$ cat src/design/erlu_pkg.sv
// Shared constants and types for the error record ring log.
// No dependencies; used by the top level, erlu_ctrl and the checker.
`timescale 1ns / 1ps

package erlu_pkg;

    localparam int LOG_DEPTH = 16;
    localparam int PTR_W     = (LOG_DEPTH > 1) ? $clog2(LOG_DEPTH) : 1;
    localparam int CNT_W     = 5;
    localparam int IDX_W     = 8;
    localparam int REC_W     = 40;

    typedef enum logic
    {
        OP_REPORT = 1'b0,
        OP_READ   = 1'b1
    } op_t;

    typedef enum logic
    {
        ST_OK     = 1'b0,
        ST_NOT_OK = 1'b1
    } status_t;

    // Control from the pointer unit to the storage and result stage
    typedef struct packed
    {
        logic             wr_en;
        logic             rd_en;
        logic [PTR_W-1:0] addr;
        status_t          status;
        logic [CNT_W-1:0] count;
    } ring_ctl_t;

endpackage

$ cat src/design/error_record_ring_log_unit.sv
// Error record ring log: one item (report or read) accepted every cycle, busy never rises.
// The result strobes on done in the cycle after start is taken.
// Throughput: one item per cycle, set by the single-port record RAM (at most one access per item).
// Reset (rst_n low, async): pointer, count and wrapped flag clear; records stay undefined.
// Results cannot be stalled; each stands on the ports for one cycle.
// Depends on erlu_pkg, erlu_ctrl and erlu_ram.
`timescale 1ns / 1ps

module error_record_ring_log_unit (
    input  logic        clk,
    input  logic        rst_n,
    input  logic        start,
    output logic        busy,
    input  logic        opcode,
    input  logic [15:0] module_id,
    input  logic [7:0]  instance_id,
    input  logic [7:0]  api_id,
    input  logic [7:0]  error_id,
    input  logic [7:0]  read_index,
    output logic        done,
    output logic        status,
    output logic [4:0]  log_count,
    output logic [15:0] rd_module_id,
    output logic [7:0]  rd_instance_id,
    output logic [7:0]  rd_api_id,
    output logic [7:0]  rd_error_id
);

    // Every beat is taken as it arrives, so the block is never busy.
    logic accept;
    assign busy   = 1'b0;
    assign accept = start && !busy;

    erlu_pkg::ring_ctl_t ctl;

    // Pointer/count bookkeeping and slot decode (oldest entry is index 0).
    erlu_ctrl u_ctrl (
        .clk        (clk),
        .rst_n      (rst_n),
        .accept     (accept),
        .opcode     (erlu_pkg::op_t'(opcode)),
        .read_index (read_index),
        .ctl        (ctl)
    );

    // Record layout: module id in the top 16 bits, then instance, api, error.
    logic [erlu_pkg::REC_W-1:0] wr_rec;
    logic [erlu_pkg::REC_W-1:0] rd_rec;
    assign wr_rec = {module_id, instance_id, api_id, error_id};

    // The registered read port doubles as the result register for the record.
    erlu_ram #(
        .WIDTH (erlu_pkg::REC_W),
        .DEPTH (erlu_pkg::LOG_DEPTH)
    ) u_store (
        .clk   (clk),
        .we    (ctl.wr_en),
        .re    (ctl.rd_en),
        .addr  (ctl.addr),
        .wdata (wr_rec),
        .rdata (rd_rec)
    );

    // Result stage: strobe, status, count and a flag that gates the record fields.
    logic                       done_reg, done_next;
    erlu_pkg::status_t          status_reg;
    logic [erlu_pkg::CNT_W-1:0] count_reg;
    logic                       hit_reg;

    assign done_next = accept;

    always_ff @(posedge clk or negedge rst_n)
    begin
        if (!rst_n)
        begin
            done_reg <= 1'b0;
        end
        else
        begin
            done_reg <= done_next;
        end
    end

    // Payload registers; only meaningful while done is high.
    always_ff @(posedge clk)
    begin
        if (accept)
        begin
            status_reg <= ctl.status;
            count_reg  <= ctl.count;
            hit_reg    <= ctl.rd_en;
        end
    end

    assign done           = done_reg;
    assign status         = status_reg;
    assign log_count      = count_reg;
    // Reports and out-of-range reads return zero record fields.
    assign rd_module_id   = hit_reg ? rd_rec[39:24] : '0;
    assign rd_instance_id = hit_reg ? rd_rec[23:16] : '0;
    assign rd_api_id      = hit_reg ? rd_rec[15:8]  : '0;
    assign rd_error_id    = hit_reg ? rd_rec[7:0]   : '0;

endmodule

$ cat src/design/erlu_ram.sv
// Generic single-port RAM with registered read.
// No dependencies.
`timescale 1ns / 1ps

module erlu_ram #(
    parameter int WIDTH = 8,
    parameter int DEPTH = 16,
    localparam int AW   = (DEPTH > 1) ? $clog2(DEPTH) : 1
) (
    input  logic             clk,
    input  logic             we,
    input  logic             re,
    input  logic [AW-1:0]    addr,
    input  logic [WIDTH-1:0] wdata,
    output logic [WIDTH-1:0] rdata
);

    logic [WIDTH-1:0] mem [DEPTH];
    logic [WIDTH-1:0] rdata_reg;

    always_ff @(posedge clk)
    begin
        if (we)
        begin
            mem[addr] <= wdata;
        end
        if (re)
        begin
            rdata_reg <= mem[addr];
        end
    end

    assign rdata = rdata_reg;

endmodule

$ cat src/design/erlu_ctrl.sv
// Write pointer, entry count and wrapped flag of the ring, plus slot decode.
// Depends on erlu_pkg.
`timescale 1ns / 1ps

module erlu_ctrl (
    input  logic                       clk,
    input  logic                       rst_n,
    input  logic                       accept,
    input  erlu_pkg::op_t              opcode,
    input  logic [erlu_pkg::IDX_W-1:0] read_index,
    output erlu_pkg::ring_ctl_t        ctl
);

    logic [erlu_pkg::PTR_W-1:0] wp_reg, wp_next;
    logic [erlu_pkg::CNT_W-1:0] count_reg, count_next;
    logic                       wrapped_reg, wrapped_next;

    logic [erlu_pkg::PTR_W:0]   wp_inc;
    logic                       wp_last;
    logic                       in_range;
    logic [erlu_pkg::PTR_W:0]   slot_sum;
    logic [erlu_pkg::PTR_W-1:0] slot;

    always_comb
    begin
        wp_inc   = {1'b0, wp_reg} + 1'b1;
        wp_last  = (wp_inc == (erlu_pkg::PTR_W + 1)'(erlu_pkg::LOG_DEPTH));
        in_range = ({{(erlu_pkg::IDX_W - erlu_pkg::CNT_W){1'b0}}, count_reg} > read_index);

        // idx < count <= depth, so one subtract folds the sum back into the ring
        slot_sum = {1'b0, wp_reg} + (erlu_pkg::PTR_W + 1)'(read_index);
        if (!wrapped_reg)
        begin
            slot = erlu_pkg::PTR_W'(read_index);
        end
        else if (slot_sum >= (erlu_pkg::PTR_W + 1)'(erlu_pkg::LOG_DEPTH))
        begin
            slot = erlu_pkg::PTR_W'(slot_sum - (erlu_pkg::PTR_W + 1)'(erlu_pkg::LOG_DEPTH));
        end
        else
        begin
            slot = erlu_pkg::PTR_W'(slot_sum);
        end
    end

    always_comb
    begin
        wp_next      = wp_reg;
        count_next   = count_reg;
        wrapped_next = wrapped_reg;
        ctl.wr_en    = 1'b0;
        ctl.rd_en    = 1'b0;
        ctl.addr     = slot;
        ctl.status   = erlu_pkg::ST_OK;
        if (accept)
        begin
            case (opcode)
                erlu_pkg::OP_REPORT:
                begin
                    ctl.wr_en = 1'b1;
                    ctl.addr  = wp_reg;
                    if (wp_last)
                    begin
                        wp_next      = '0;
                        wrapped_next = 1'b1;
                    end
                    else
                    begin
                        wp_next = erlu_pkg::PTR_W'(wp_inc);
                    end
                    count_next = (wp_last || wrapped_reg)
                               ? erlu_pkg::CNT_W'(erlu_pkg::LOG_DEPTH)
                               : erlu_pkg::CNT_W'(wp_inc);
                end
                default:
                begin
                    ctl.rd_en  = in_range;
                    ctl.status = in_range ? erlu_pkg::ST_OK : erlu_pkg::ST_NOT_OK;
                end
            endcase
        end
        ctl.count = count_next;
    end

    always_ff @(posedge clk or negedge rst_n)
    begin
        if (!rst_n)
        begin
            wp_reg      <= '0;
            count_reg   <= '0;
            wrapped_reg <= 1'b0;
        end
        else
        begin
            wp_reg      <= wp_next;
            count_reg   <= count_next;
            wrapped_reg <= wrapped_next;
        end
    end

endmodule

$ cat config.mk
export PLATFORM = sky130hd
export DESIGN_NAME = error_record_ring_log_unit
export DESIGN_NICKNAME = d
export VERILOG_FILES = /design/src/design/erlu_pkg.sv /design/src/design/error_record_ring_log_unit.sv /design/src/design/erlu_ram.sv /design/src/design/erlu_ctrl.sv
export SDC_FILE = /design/constraint.sdc
export NUM_CORES = 1
export LEC_CHECK = 0
export ABC_AREA = 1
export BUFFER_PORTS_ARGS = -buffer_cell sky130_fd_sc_hd__buf_4
export CAP_MARGIN = 10
export CORE_UTILIZATION = 66
export DETAILED_ROUTE_END_ITERATION = 7
export PLACE_DENSITY = 0.84
export SLEW_MARGIN = 20
export SYNTH_ARGS = -nofsm -noshare
export SYNTH_HDL_FRONTEND = slang
export SYNTH_HIERARCHICAL = 1
export SYNTH_SLANG_ARGS = --single-unit
$ cat constraint.sdc
create_clock -name clk -period 8.6 [get_ports clk]
set_input_delay 0 -clock clk [delete_from_list [all_inputs] [get_ports clk]]
set_output_delay 0 -clock clk [all_outputs]
set_load 0.05 [all_outputs]
* Word level (Yosys, flattened, before mapping)
Memory sizes are Yosys's and may differ from the RTL's. A register that Yosys moved wholly into a read port is not among the register bits.
Index checks and enable logic that the tools add are counted.
** Cells by class
- Add/subtract/negate cells :: 3
- Magnitude comparators :: 2
- Eq/ne operators :: 1
- Multiplexer cells :: 18
- Bitwise gates (word level) :: 1
- Reductions and logical operators :: 4
** Operators by type and width (number)
- two-way mux 8 bit :: 3
- two-way mux 16 bit :: 1
- two-way mux 4 bit :: 4
- two-way mux 5 bit :: 3
- > comparator 5 x 8 -> 1 bit :: 1
- two-way mux 7 bit :: 1
- two-way mux 1 bit :: 6
- adder 4 x 1 -> 5 bit (second input constant) :: 1
- adder 4 x 5 -> 5 bit :: 1
- == test 5 bit (second input constant) :: 1
- >= comparator 5 bit (second input constant) :: 1
- AND reduction 2 bit :: 2
- subtractor 4 x 1 -> 4 bit (second input constant) :: 1
- AND reduction 3 bit :: 1
- logical OR 1 bit :: 1
- inverter 1 bit :: 1
** Word-level totals
- Bits in registers :: 18
- Bits in writable memories :: 640
- Bits of input ports :: 52
- Output and inout bits :: 48
- Word-level logic and storage cells :: 37
- Memories kept :: 1
** Memories
- u_store.mem :: words 16, bits a word 40, rd ports 1, clocked after Yosys merged registers in 1, write ports 1, line erlu_ram.sv:18 : logic [WIDTH-1:0] mem [DEPTH];

* Depth between registers and ports, before layout
Gate-level depths: netlist of run 1.
- Depth in word-level cells :: 8
- Gate-level depth with buffers :: 19

* Modules after synthesis
Netlist of run 1, hierarchy kept.
** By module, submodules not included
- erlu_ram :: times used 1, cells each 2633, area each 28103.2 µm², sequential area each 20419.6 µm²
- erlu_ctrl :: times used 1, cells each 111, area each 813.3 µm², sequential area each 250.2 µm²
- error_record_ring_log_unit :: times used 1, cells each 94, area each 591.8 µm², sequential area each 235.2 µm²

* Worst setup path after synthesis of run 1
OpenSTA, ideal clock, no wires.
- Path type :: register -> register
- Start :: register u_ctrl/wp_reg[0] (netlist name)
- End :: memory u_store/mem[0][0] (netlist name), enable pin
- Library setup time :: 437 ps
- Arrival :: 3718 ps
- Required time :: 8163 ps
- Path slack :: 4444 ps
- Stages on the path, launching flop included :: 12
- Buffers on the path :: 1
- Path through :: dfrtp_1 -> ha_1 -> inv_1 -> fa_1 -> xor2_1 -> nand2_1 -> o211ai_1 -> o21ai_1 -> nor2_1 -> clkbuf_1 -> inv_1 -> nor2_1
** RTL lines
- start: declaration :: line erlu_ctrl.sv:14 : logic [erlu_pkg::PTR_W-1:0] wp_reg, wp_next;
- start signal: assignment :: line erlu_ctrl.sv:95 : wp_reg <= wp_next;
- end: declaration :: line erlu_ram.sv:18

==> results.sh, run 1 <==
export IMPL_power_mw=9.07
export IMPL_vias=20200
export IMPL_slowest_stage="nor2_4"
export IMPL_grt_usage=0.310
export IMPL_drc=0
export IMPL_synth_seq_cells=698
export IMPL_peakVddDrop_mv=0.254
export IMPL_largest_reg_flops=640
export IMPL_drv_cap=0
export IMPL_crit_chain="dlygate4sd3_1 > buf_4 > inv_1 > nor2_2 > inv_2 > or2_1 > nand2_1 > inv_8 > inv_8 > nand3_1 > nor2_4 > buf_4"
export IMPL_htree_levels=3
export IMPL_critical_path_class="primary input to register"
export IMPL_cts_tree="yes"
export IMPL_vias_per_cell=5.61
export IMPL_relSlewSlack=0.239
export IMPL_place_area_mm2=0.0305
export IMPL_die_w_um=213
export IMPL_critPathCaptureType="register"
export IMPL_hold_path_end="status$_DFFE_PP_"
export IMPL_cts_root_buf="clkbuf_16"
export IMPL_synthDistinctLibCells=31
export IMPL_timing_fmax_ghz=0.215
export IMPL_wirelength_mm=69.6
export IMPL_critPathArrivalTime_ps=4870
export IMPL_yosysSeqAreaShare=0.708
export IMPL_worstPathMaxFanout=158
export IMPL_core_area_mm2=0.0441
export IMPL_fin_crit_sh=0.541
export IMPL_netlist_area_leader_share=0.699
export IMPL_rsz0062_at_grt="no"
export IMPL_powerDensity_mw_per_mm2=274
export IMPL_grt_overflow_total=0
export IMPL_gp_congestion=0.841
export IMPL_finalSetupTns_ps=0
export IMPL_io_pins=100
export IMPL_r2r_slack_ps=3990
export IMPL_tightest_slew_ps=1140
export IMPL_start_util=0.669
export IMPL_clk_pin_slew_worst_paths_ps=60
export IMPL_antenna_cells=0
export IMPL_synth_area_leaders="edfxtp_1, nand2_1, inv_1"
export IMPL_cp_required_ps=8820
export IMPL_avgSynthCellArea_um2=10.4
export IMPL_dpl_worst_slack_ps=3920
export IMPL_grt_first_pass_wirelength_mm=106
export IMPL_drive_above_1_share=0.0836
export IMPL_dieArea_mm2=0.0456
export IMPL_postSynthCellCount=2838
export IMPL_r2r_start="u_ctrl/wp_reg[0]$_DFFE_PN0P_"
export IMPL_drt_iter0_markers=2331
export IMPL_yosysWarnings=6
export IMPL_setup_slack_ps=3950
export IMPL_cts_buffers=68
export IMPL_netlist_area_mm2=0.0295
export IMPL_dp_final_hpwl_mm=35.2
export IMPL_grt_pass1_vias=19900
export IMPL_synth_nets=2900
export IMPL_n_fill_cell=2696
export IMPL_fp_dieH_um=213
export IMPL_cpPeakStageDelay_ps=630
export IMPL_post_route_min_period_ps=4650
export IMPL_stdcell_area_mm2=0.0331
export IMPL_grt_max_degree=164
export IMPL_maxSlewViolCount=0
export IMPL_setup_violations_final=0
export IMPL_start_kind="primary input"
export IMPL_p_leak_nw=14.2
export IMPL_final_common_cell="nand2_1"
export IMPL_clockBufferDepth=3
export IMPL_ant_nets=0
export IMPL_reg2reg_depth=16
export IMPL_antenna_found_initial=0
export IMPL_synth_top_area_cell="edfxtp_1"
export IMPL_port_buffers=98
export IMPL_clk_latency_ps=600
export IMPL_finalCoreUtilization=0.750
export IMPL_multi_input_area_mm2=0.00734
export IMPL_syn_to_final_growth_pct=12.1
export IMPL_drtPass1Iterations=7
export IMPL_rr_endpoint="u_store/rdata[34]$_DFFE_PP_"
export IMPL_outcome="finished clean"
export IMPL_min_delay_start="read_index[4]"
export IMPL_final_cell_mix="nand2_1, edfxtp_1, inv_1, buf_4, clkbuf_16"
export IMPL_post_cts_buffers=0
export IMPL_wl_per_cell_um=19.4
export IMPL_nets=3011
export IMPL_clock_skew_ps=23.9
export IMPL_finalHoldViolations=0
export IMPL_regArea_mm2=0.0209
export IMPL_numClockSinks=698
export IMPL_hold_class="primary input to register"
export IMPL_rows=77
export IMPL_holdPathStages=6
repair_timing:
item | in CTS | in global routing
endpoints found under the setup margin | 0 | 0
hold buffers | 46 | 0
resized for setup | 0 | 0
endpoints found under the hold margin | 669 | 0
how the worst max path moves through the flow:
stage / from / end / slack, ps / cells past startpoint
2_1_floorplan: u_ctrl/wp_reg[0]$_DFFE_PN0P_ / u_store/mem[0][0]$_DFFE_PP_ / 4440 / 11
4_1_cts: start / u_store/mem[2][0]$_DFFE_PP_ / 3940 / 12
6_report: start / u_store/mem[10][35]$_DFFE_PP_ / 3950 / 12
5_1_grt: start / u_store/rdata[9]$_DFFE_PP_ / 3610 / 18
3_5_place_dp: start / u_store/mem[2][31]$_DFFE_PP_ / 3920 / 11
3_3_place_gp: start / u_store/mem[10][11]$_DFFE_PP_ / 4000 / 11
logic make-up after synthesis:
family / Yosys count / synth area share
XOR/XNOR: 1 / 0.000297
AO/OA/AOI/OAI: 21 / 0.00420
AND/OR/NAND/NOR: 1833 / 0.234
other: 1 / 0.000127
buffers and inverters: 274 / 0.0481
adder cells (fa/ha/maj): 10 / 0.00449
flip-flops: 698 / 0.708
critical path, delay by kind of cell:
family / cells / cell delay [ps]
and+or+nand+nor: 5 / 2150
buffers and inverters: 7 / 2560
cell type report:
class / count / share of cell area
Inverter: 144 / 0.0169
Tap cell: 592 / 0.0224
Timing Repair Buffer: 171 / 0.0428
Sequential cell: 698 / 0.632
Clock buffer: 82 / 0.0546
Multi-Input combinational cell: 1866 / 0.222
Clock inverter: 41 / 0.00942
where the power goes:
group	internal (mW)	leakage, nW	switching, mW
combinational	0.567	6.86	1.68
clock	1.62	1.05	1.22
sequential	3.94	6.33	0.0383
metal layers:
layer / vias up / part of all wire / global-route usage
li1: 9291 / - / -
met1: 9485 / 0.37 / 0.393
met2: 1196 / 0.50 / 0.526
met3: 206 / 0.092 / 0.0533
met4: 0 / 0.039 / 0.142
met5: - / 0 / 0
Yosys cell counts:
| master | n |
|---|---|
| buf_2 | 60 |
| inv_6 | 1 |
| buf_1 | 1 |
| or2_1 | 2 |
| inv_2 | 2 |
| xor2_1 | 1 |
| a21oi_1 | 5 |
| o21ai_2 | 1 |
| o21bai_1 | 1 |
| nand3_1 | 9 |
| clkbuf_1 | 26 |
| ha_1 | 9 |
| inv_1 | 140 |
| nor2_2 | 2 |
| nand2_2 | 1 |
| nand4_2 | 1 |
| conb_1 | 1 |
| o22ai_2 | 1 |
| inv_4 | 1 |
| o21ai_0 | 4 |
| nor3_1 | 2 |
| o21ai_1 | 7 |
| edfxtp_1 | 687 |
| dfrtp_1 | 11 |
| buf_4 | 4 |
| o21a_1 | 1 |
| fa_1 | 1 |
| o211ai_1 | 1 |
| nor2_1 | 22 |
| buf_6 | 39 |
| nand2_1 | 1794 |
stage by stage:
| step | cells | hold slack (ps) |
|---|---|---|
| floorplan | 2838 | -296 |
| global placement | 3425 | -148 |
| detailed placement | 3425 | -149 |
| CTS | 3594 | 34.9 |
| global route | 3594 | 160 |
| finish | 3594 | 93.0 |
Note: power is estimated with default switching activity, not from simulation.
==> run 2: changes to the inputs <==
- ABC_AREA: 1 -> 0
- CORE_UTILIZATION: 66 -> 61
- PLACE_DENSITY: 0.84 -> 0.79
- clock period: 8.6 -> 4.85 ns (I/O delays scaled with it)
==> run 2 against run 1 <==
  * Global-route usage is 3.0 points lower
  * Clock power grew 74%
  * Synthesized area fell by 10%
  * Utilization decreased by 3.3 points
  * Final cell count is 44% lower
  * Clock skew down 4.0 ps
  * Register-to-register slack lost 3100 ps
  * Critical path type is now register to register
==> results.sh, run 2 <==
export IMPL_outcome="finished clean"
export IMPL_p_int_mw=10.8
export IMPL_relSlewSlack=0.336
export IMPL_power_switching_mw=3.84
export IMPL_grt_first_pass_wirelength_mm=88.0
export IMPL_timing_fmax_ghz=0.253
export IMPL_n_fill_cell=2379
export IMPL_netlist_area_mm2=0.0266
export IMPL_antenna_cells=0
export IMPL_rsz0062_at_grt="no"
export IMPL_crit_start="u_ctrl/wp_reg[0]$_DFFE_PN0P_"
export IMPL_vias_per_cell=6.49
export IMPL_dieArea_mm2=0.0444
export IMPL_r2r_slack_ps=890
export IMPL_critPathCaptureType="register"
export IMPL_avgSynthCellArea_um2=22.4
export IMPL_place_area_mm2=0.0283
export IMPL_slowest_stage="o21ai_1"
export IMPL_grt_max_degree=91
export IMPL_rows=76
export IMPL_reg2reg_depth=9
export IMPL_synth_edf_count=687
export IMPL_critical_path_class="register to register"
export IMPL_antenna_found_initial=1
export IMPL_io_pins=100
export IMPL_async_reset_ff_frac=0.0158
export IMPL_holdPathStages=5
export IMPL_fp_dieH_um=211
export IMPL_stdcell_area_mm2=0.0308
export IMPL_wl_per_cell_um=29.8
export IMPL_numClockSinks=698
export IMPL_clk_pin_slew_worst_paths_ps=60
export IMPL_yosysWarnings=6
export IMPL_grt_pass1_vias=13800
export IMPL_synth_top_area_cell="edfxtp_1"
export IMPL_drt_iter0_markers=1578
export IMPL_drive_above_1_share=0.312
export IMPL_maxSlewViolCount=0
export IMPL_port_buffers=98
export IMPL_htree_levels=3
export IMPL_postSynthCellCount=1185
export IMPL_critPathArrivalTime_ps=4240
export IMPL_critPathTopFamily="simple AND/OR/NAND/NOR gates"
export IMPL_die_w_um=211
export IMPL_synthDistinctLibCells=42
export IMPL_p_leak_nw=10.1
export IMPL_core_area_mm2=0.0430
export IMPL_min_delay_start="read_index[5]"
export IMPL_finalCoreUtilization=0.716
export IMPL_tightest_slew_ps=994
export IMPL_cpPeakStageDelay_ps=720
export IMPL_drc=0
export IMPL_start_util=0.618
export IMPL_power_mw=14.6
export IMPL_drtPass1Iterations=5
export IMPL_largest_reg_flops=640
export IMPL_cp_num_buf_inv=2
export IMPL_finalHoldViolations=0
export IMPL_clock_skew_ps=19.9
export IMPL_clockBufferDepth=3
export IMPL_worstPathMaxFanout=27
export IMPL_gp_congestion=0.757
export IMPL_syn_to_final_growth_pct=15.9
export IMPL_rr_endpoint="u_store/mem[6][14]$_DFFE_PP_"
export IMPL_cts_root_buf="clkbuf_16"
export IMPL_start_kind="register"
export IMPL_crit_chain="ha_1 > inv_1 > fa_1 > xnor2_1 > mux2i_1 > o21ai_1 > nand3b_1 > nor2_4 > buf_12"
export IMPL_wirelength_mm=59.8
export IMPL_pwr_share_comb=0.182
export IMPL_hold_path_end="status$_DFFE_PP_"
export IMPL_dp_final_hpwl_mm=30.9
export IMPL_grt_overflow_total=0
export IMPL_power_frac_seq=0.481
export IMPL_synth_most_common_cell="edfxtp_1"
export IMPL_swShare=0.263
export IMPL_grt_usage=0.280
export IMPL_hold_class="primary input to register"
export IMPL_fin_crit_sh=0.816
export IMPL_cts_buffers=66
export IMPL_synth_area_leaders="edfxtp_1, mux4_2, a22oi_1"
export IMPL_netlist_area_leader_share=0.777
export IMPL_drv_cap=0
export IMPL_vias=13000
export IMPL_setup_violations_final=0
export IMPL_synth_ff_type="edfxtp_1"
export IMPL_r2r_start="u_ctrl/wp_reg[0]$_DFFE_PN0P_"
export IMPL_synth_seq_cells=698
export IMPL_final_common_cell="edfxtp_1"
export IMPL_clk_latency_ps=610
export IMPL_yosysSeqAreaShare=0.787
export IMPL_post_route_min_period_ps=3960
export IMPL_powerDensity_mw_per_mm2=475
export IMPL_ant_nets=0
export IMPL_synthTopCellsByCount="edfxtp_1, mux4_2, a22oi_1"
export IMPL_cp_required_ps=5140
export IMPL_cts_tree="yes"
export IMPL_power_frac_clock=0.337
export IMPL_synth_nets=1247
export IMPL_peakVddDrop_mv=0.397
export IMPL_nets=1434
export IMPL_final_cell_mix="edfxtp_1, mux4_2, buf_4, a22oi_1, clkbuf_16"
[run 2: cell count changes in the layout (fill, tap and decap cells not counted), sizes merged, moves of 8 or more]
cell and change:
nand2 -1744, a22oi +80, buf +14, nor2 -8
and2 +41, inv -138, mux4 +160
[run 2: kinds of logic (layout without fill, tap and decap cells)]
group / count (synthesis) / count (layout) / synth area share
mux: 164 / 164 / 0.137
other cells: 1 / 1 / 0.000141
buf+inv: 72 / 310 / 0.0143
simple gates: 133 / 133 / 0.0265
xor+xnor: 6 / 6 / 0.00198
compound gates: 101 / 101 / 0.0279
fa+ha+maj: 10 / 10 / 0.00499
flops: 698 / 698 / 0.787
[run 2: cell type report]
class                           instances  area, um2  area share
Timing Repair Buffer                  183       1610      0.0523
Tap cell                              585        732      0.0238
Sequential cell                       698      20900       0.679
Clock buffer                           78       1740      0.0565
Multi-Input combinational cell        415       5460       0.177
Clock inverter                         41        305     0.00992
Inverter                                8       30.0    0.000976
[run 2: worst min-delay path, stage by stage]
cell     delay (ps)
buf_4            80
nor3_1           30
o21ai_0         150
nor2b_1         170
a41o_1          100
[run 2: worst max path at each step]
stage / cells past startpoint / endpoint / slack [ps]
3_5_place_dp: 9 / u_store/mem[6][14]$_DFFE_PP_ / 820
2_1_floorplan: 10 / u_store/mem[4][0]$_DFFE_PP_ / -170
6_report: 9 / u_store/mem[6][14]$_DFFE_PP_ / 890
3_3_place_gp: 9 / u_store/mem[12][28]$_DFFE_PP_ / 980
4_1_cts: 9 / u_store/mem[12][16]$_DFFE_PP_ / 390
5_1_grt: 9 / u_store/mem[6][14]$_DFFE_PP_ / 750
[run 2: layer usage]
layer,vias up,GRT usage,routed length (um)
met3,150,0.0693,5950
met4,4,0.118,2030
li1,5337,-,-
met2,826,0.443,29600
met1,6712,0.379,22200
met5,-,0.00667,49
[run 2: timing repair]
| item | CTS | global route |
|---|---|---|
| buffers inserted | 0 | 0 |
| hold buffers | 44 | 0 |
| resized for setup | 0 | 0 |
| hold endpoints to repair | 667 | 0 |
[run 2: power groups by stage]
stage / registers (mW) / clock network [mW] / logic, mW
floorplan: 7.17 / 0 / 1.74
global placement: 7.13 / 0 / 2.46
detailed placement: 7.15 / 0 / 2.54
CTS: 7.03 / 4.97 / 2.65
global route: 7.05 / 5.19 / 2.81
finish: 7.03 / 4.93 / 2.66
[run 2: through the flow]
stage               hold slack (ps)  setup slack [ps]  instances  TNS [ps]
floorplan                      -296              -173       1185    -13800
global placement               -157               976       1844         0
detailed placement             -149               823       1845         0
CTS                            22.9               394       2008         0
global route                    122               752       2008         0
finish                         34.6               892       2008         0
==> run 3: changes to the inputs <==
- clock period: 4.85 -> 4.1 ns (I/O delays scaled with it)
==> run 3 against run 2 <==
  * Die area did not move
  * Clock skew fell by 0.65 ps
  * Via count rose by 0.18%
  * Clock power rose by 25%
  * First-iteration DRC count fell by 12%
  * Power rose by 20%
  * Clock-buffer cell count rose by 1
  * Setup slack got worse by 450 ps
  * Non-clock buffer count rose by 7
  * Utilization rose by 0.65 points
  * Combinational power rose by 17%
  * Critical endpoint is now u_store/mem[10][19]$_DFFE_PP_
==> results.sh, run 3 (synthesized netlist as in run 2, its figures left out) <==
export IMPL_grt_overflow_total=0
export IMPL_crit_chain="ha_1 > a21o_1 > a21oi_2 > mux2i_1 > a32o_1 > nand3b_1 > nor2_4 > buf_4"
export IMPL_vias_per_cell=6.46
export IMPL_hold_class="primary input to register"
export IMPL_cp_endpoint="u_store/mem[10][19]$_DFFE_PP_"
export IMPL_outcome="finished clean"
export IMPL_reg2reg_depth=8
export IMPL_drv_cap=0
export IMPL_wl_per_cell_um=28.4
export IMPL_drc=0
export IMPL_power_switching_mw=4.53
export IMPL_fp_dieH_um=211
export IMPL_grt_max_degree=78
export IMPL_io_pins=100
export IMPL_antenna_found_initial=0
export IMPL_relSlewSlack=0.409
export IMPL_gp_congestion=0.783
export IMPL_core_area_mm2=0.0430
export IMPL_cts_buffers=68
export IMPL_cts_resized=0
export IMPL_dp_final_hpwl_mm=29.9
export IMPL_htree_levels=3
export IMPL_maxSlewViolCount=0
export IMPL_start_kind="register"
export IMPL_rsz0062_at_grt="no"
export IMPL_swShare=0.258
export IMPL_p_leak_nw=10.2
export IMPL_critical_path_class="register to register"
export IMPL_finalHoldViolations=0
export IMPL_p_int_mw=13.0
export IMPL_grt_usage=0.268
export IMPL_worstPathMaxFanout=40
export IMPL_port_buffers=98
export IMPL_r2r_slack_ps=450
export IMPL_setup_slack_ps=445
export IMPL_clock_skew_ps=19.3
export IMPL_power_frac_clock=0.350
export IMPL_ant_nets=0
export IMPL_syn_to_final_growth_pct=16.9
export IMPL_post_route_min_period_ps=3650
export IMPL_final_cell_mix="edfxtp_1, mux4_2, buf_4, a22oi_1, clkbuf_16"
export IMPL_drt_iter0_markers=1381
export IMPL_cts_root_buf="clkbuf_16"
export IMPL_rr_endpoint="u_store/mem[10][19]$_DFFE_PP_"
export IMPL_n_fill_cell=2402
export IMPL_grt_pass1_vias=13500
export IMPL_vias=13100
export IMPL_clk_pin_slew_worst_paths_ps=60
export IMPL_fin_crit_sh=0.891
export IMPL_cts_tree="yes"
export IMPL_dpl_worst_slack_ps=465
export IMPL_final_common_cell="edfxtp_1"
export IMPL_clockBufferDepth=3
export IMPL_finalCoreUtilization=0.723
export IMPL_crit_start="u_ctrl/wp_reg[1]$_DFFE_PN0P_"
export IMPL_clk_latency_ps=610
export IMPL_power_frac_seq=0.473
export IMPL_drtPass1Iterations=5
export IMPL_tightest_slew_ps=881
export IMPL_drive_above_1_share=0.317
export IMPL_finalSetupTns_ps=0
export IMPL_grt_first_pass_wirelength_mm=84.8
export IMPL_cp_required_ps=4310
export IMPL_wirelength_mm=57.4
export IMPL_die_w_um=211
export IMPL_nets=1443
export IMPL_timing_fmax_ghz=0.274
export IMPL_largest_reg_flops=640
export IMPL_slowest_stage="buf_4"
export IMPL_r2r_start="u_ctrl/wp_reg[1]$_DFFE_PN0P_"
export IMPL_antenna_cells=0
export IMPL_rows=76
export IMPL_critPathCaptureType="register"
export IMPL_pwr_share_comb=0.177
export IMPL_setup_violations_final=0
export IMPL_powerDensity_mw_per_mm2=565
export IMPL_peakVddDrop_mv=0.406
export IMPL_cpPeakStageDelay_ps=680
export IMPL_critPathArrivalTime_ps=3870
export IMPL_start_util=0.618
export IMPL_numClockSinks=698
export IMPL_dieArea_mm2=0.0444
## run 3: power by group through the flow
stage          sequential [mW]  combinational [mW]  clock [mW]
2_1_floorplan             8.47                2.06           0
3_3_place_gp              8.44                2.92           0
3_5_place_dp              8.45                2.99           0
4_1_cts                   8.31                3.10        6.23
5_1_grt                   8.33                3.29        6.48
6_report                  8.31                3.10        6.14
## run 3: how the worst min path moves through the flow
stage / startpoint / end / slack (ps) / depth (start not counted)
after CTS: read_index[5] / status$_DFFE_PP_ / 40 / 5
final: read_index[5] / status$_DFFE_PP_ / 60 / 5
after global routing: read_index[5] / status$_DFFE_PP_ / 80 / 5
after floorplan: rst_n / done$_DFF_PN0_ / -300 / 0
after global placement: rst_n / done$_DFF_PN0_ / -160 / 1
after detailed placement: rst_n / done$_DFF_PN0_ / -160 / 1
## run 3: metrics by stage
stage | instances | power [mW] | cell area, um2 | hold WS (ps)
after floorplan | 1185 | 10.5 | 26600 | -296
after global placement | 1852 | 11.4 | 28400 | -160
after detailed placement | 1852 | 11.4 | 28400 | -157
after CTS | 2020 | 17.6 | 31100 | 44.7
after global routing | 2020 | 18.1 | 31100 | 79.6
final | 2020 | 17.6 | 31100 | 64.9
## run 3: layout make-up
class	instances	area, um2	area share
inverter	8	30.0	0.000967
clock inverter	45	432	0.0139
sequential	698	20900	0.673
clock buffer	79	1760	0.0568
multi-input combinational	415	5460	0.176
timing repair buffer	190	1740	0.0559
tap	585	732	0.0236
## run 3: what timing repair did
action / in CTS / in global routing
buffers inserted: 0 / 0
hold buffers: 44 / 0
hold endpoints to repair: 667 / 0
## run 3: critical path: cells and delay by family (launching register included)
kind	cells	cell delay, ps
AOI/OAI and AO/OA	3	860
and+or+nand+nor	2	730
buffers and inverters	1	680
DFF	1	460
adders and majority gates	1	300
muxes	1	220
## run 3: routing by layer
layer,track usage,vias to the layer above,share of wire
met5,0,-,0
met2,0.423,783,0.49
met1,0.372,6790,0.38
met4,0.103,0,0.031
li1,-,5358,-
met3,0.0613,122,0.098
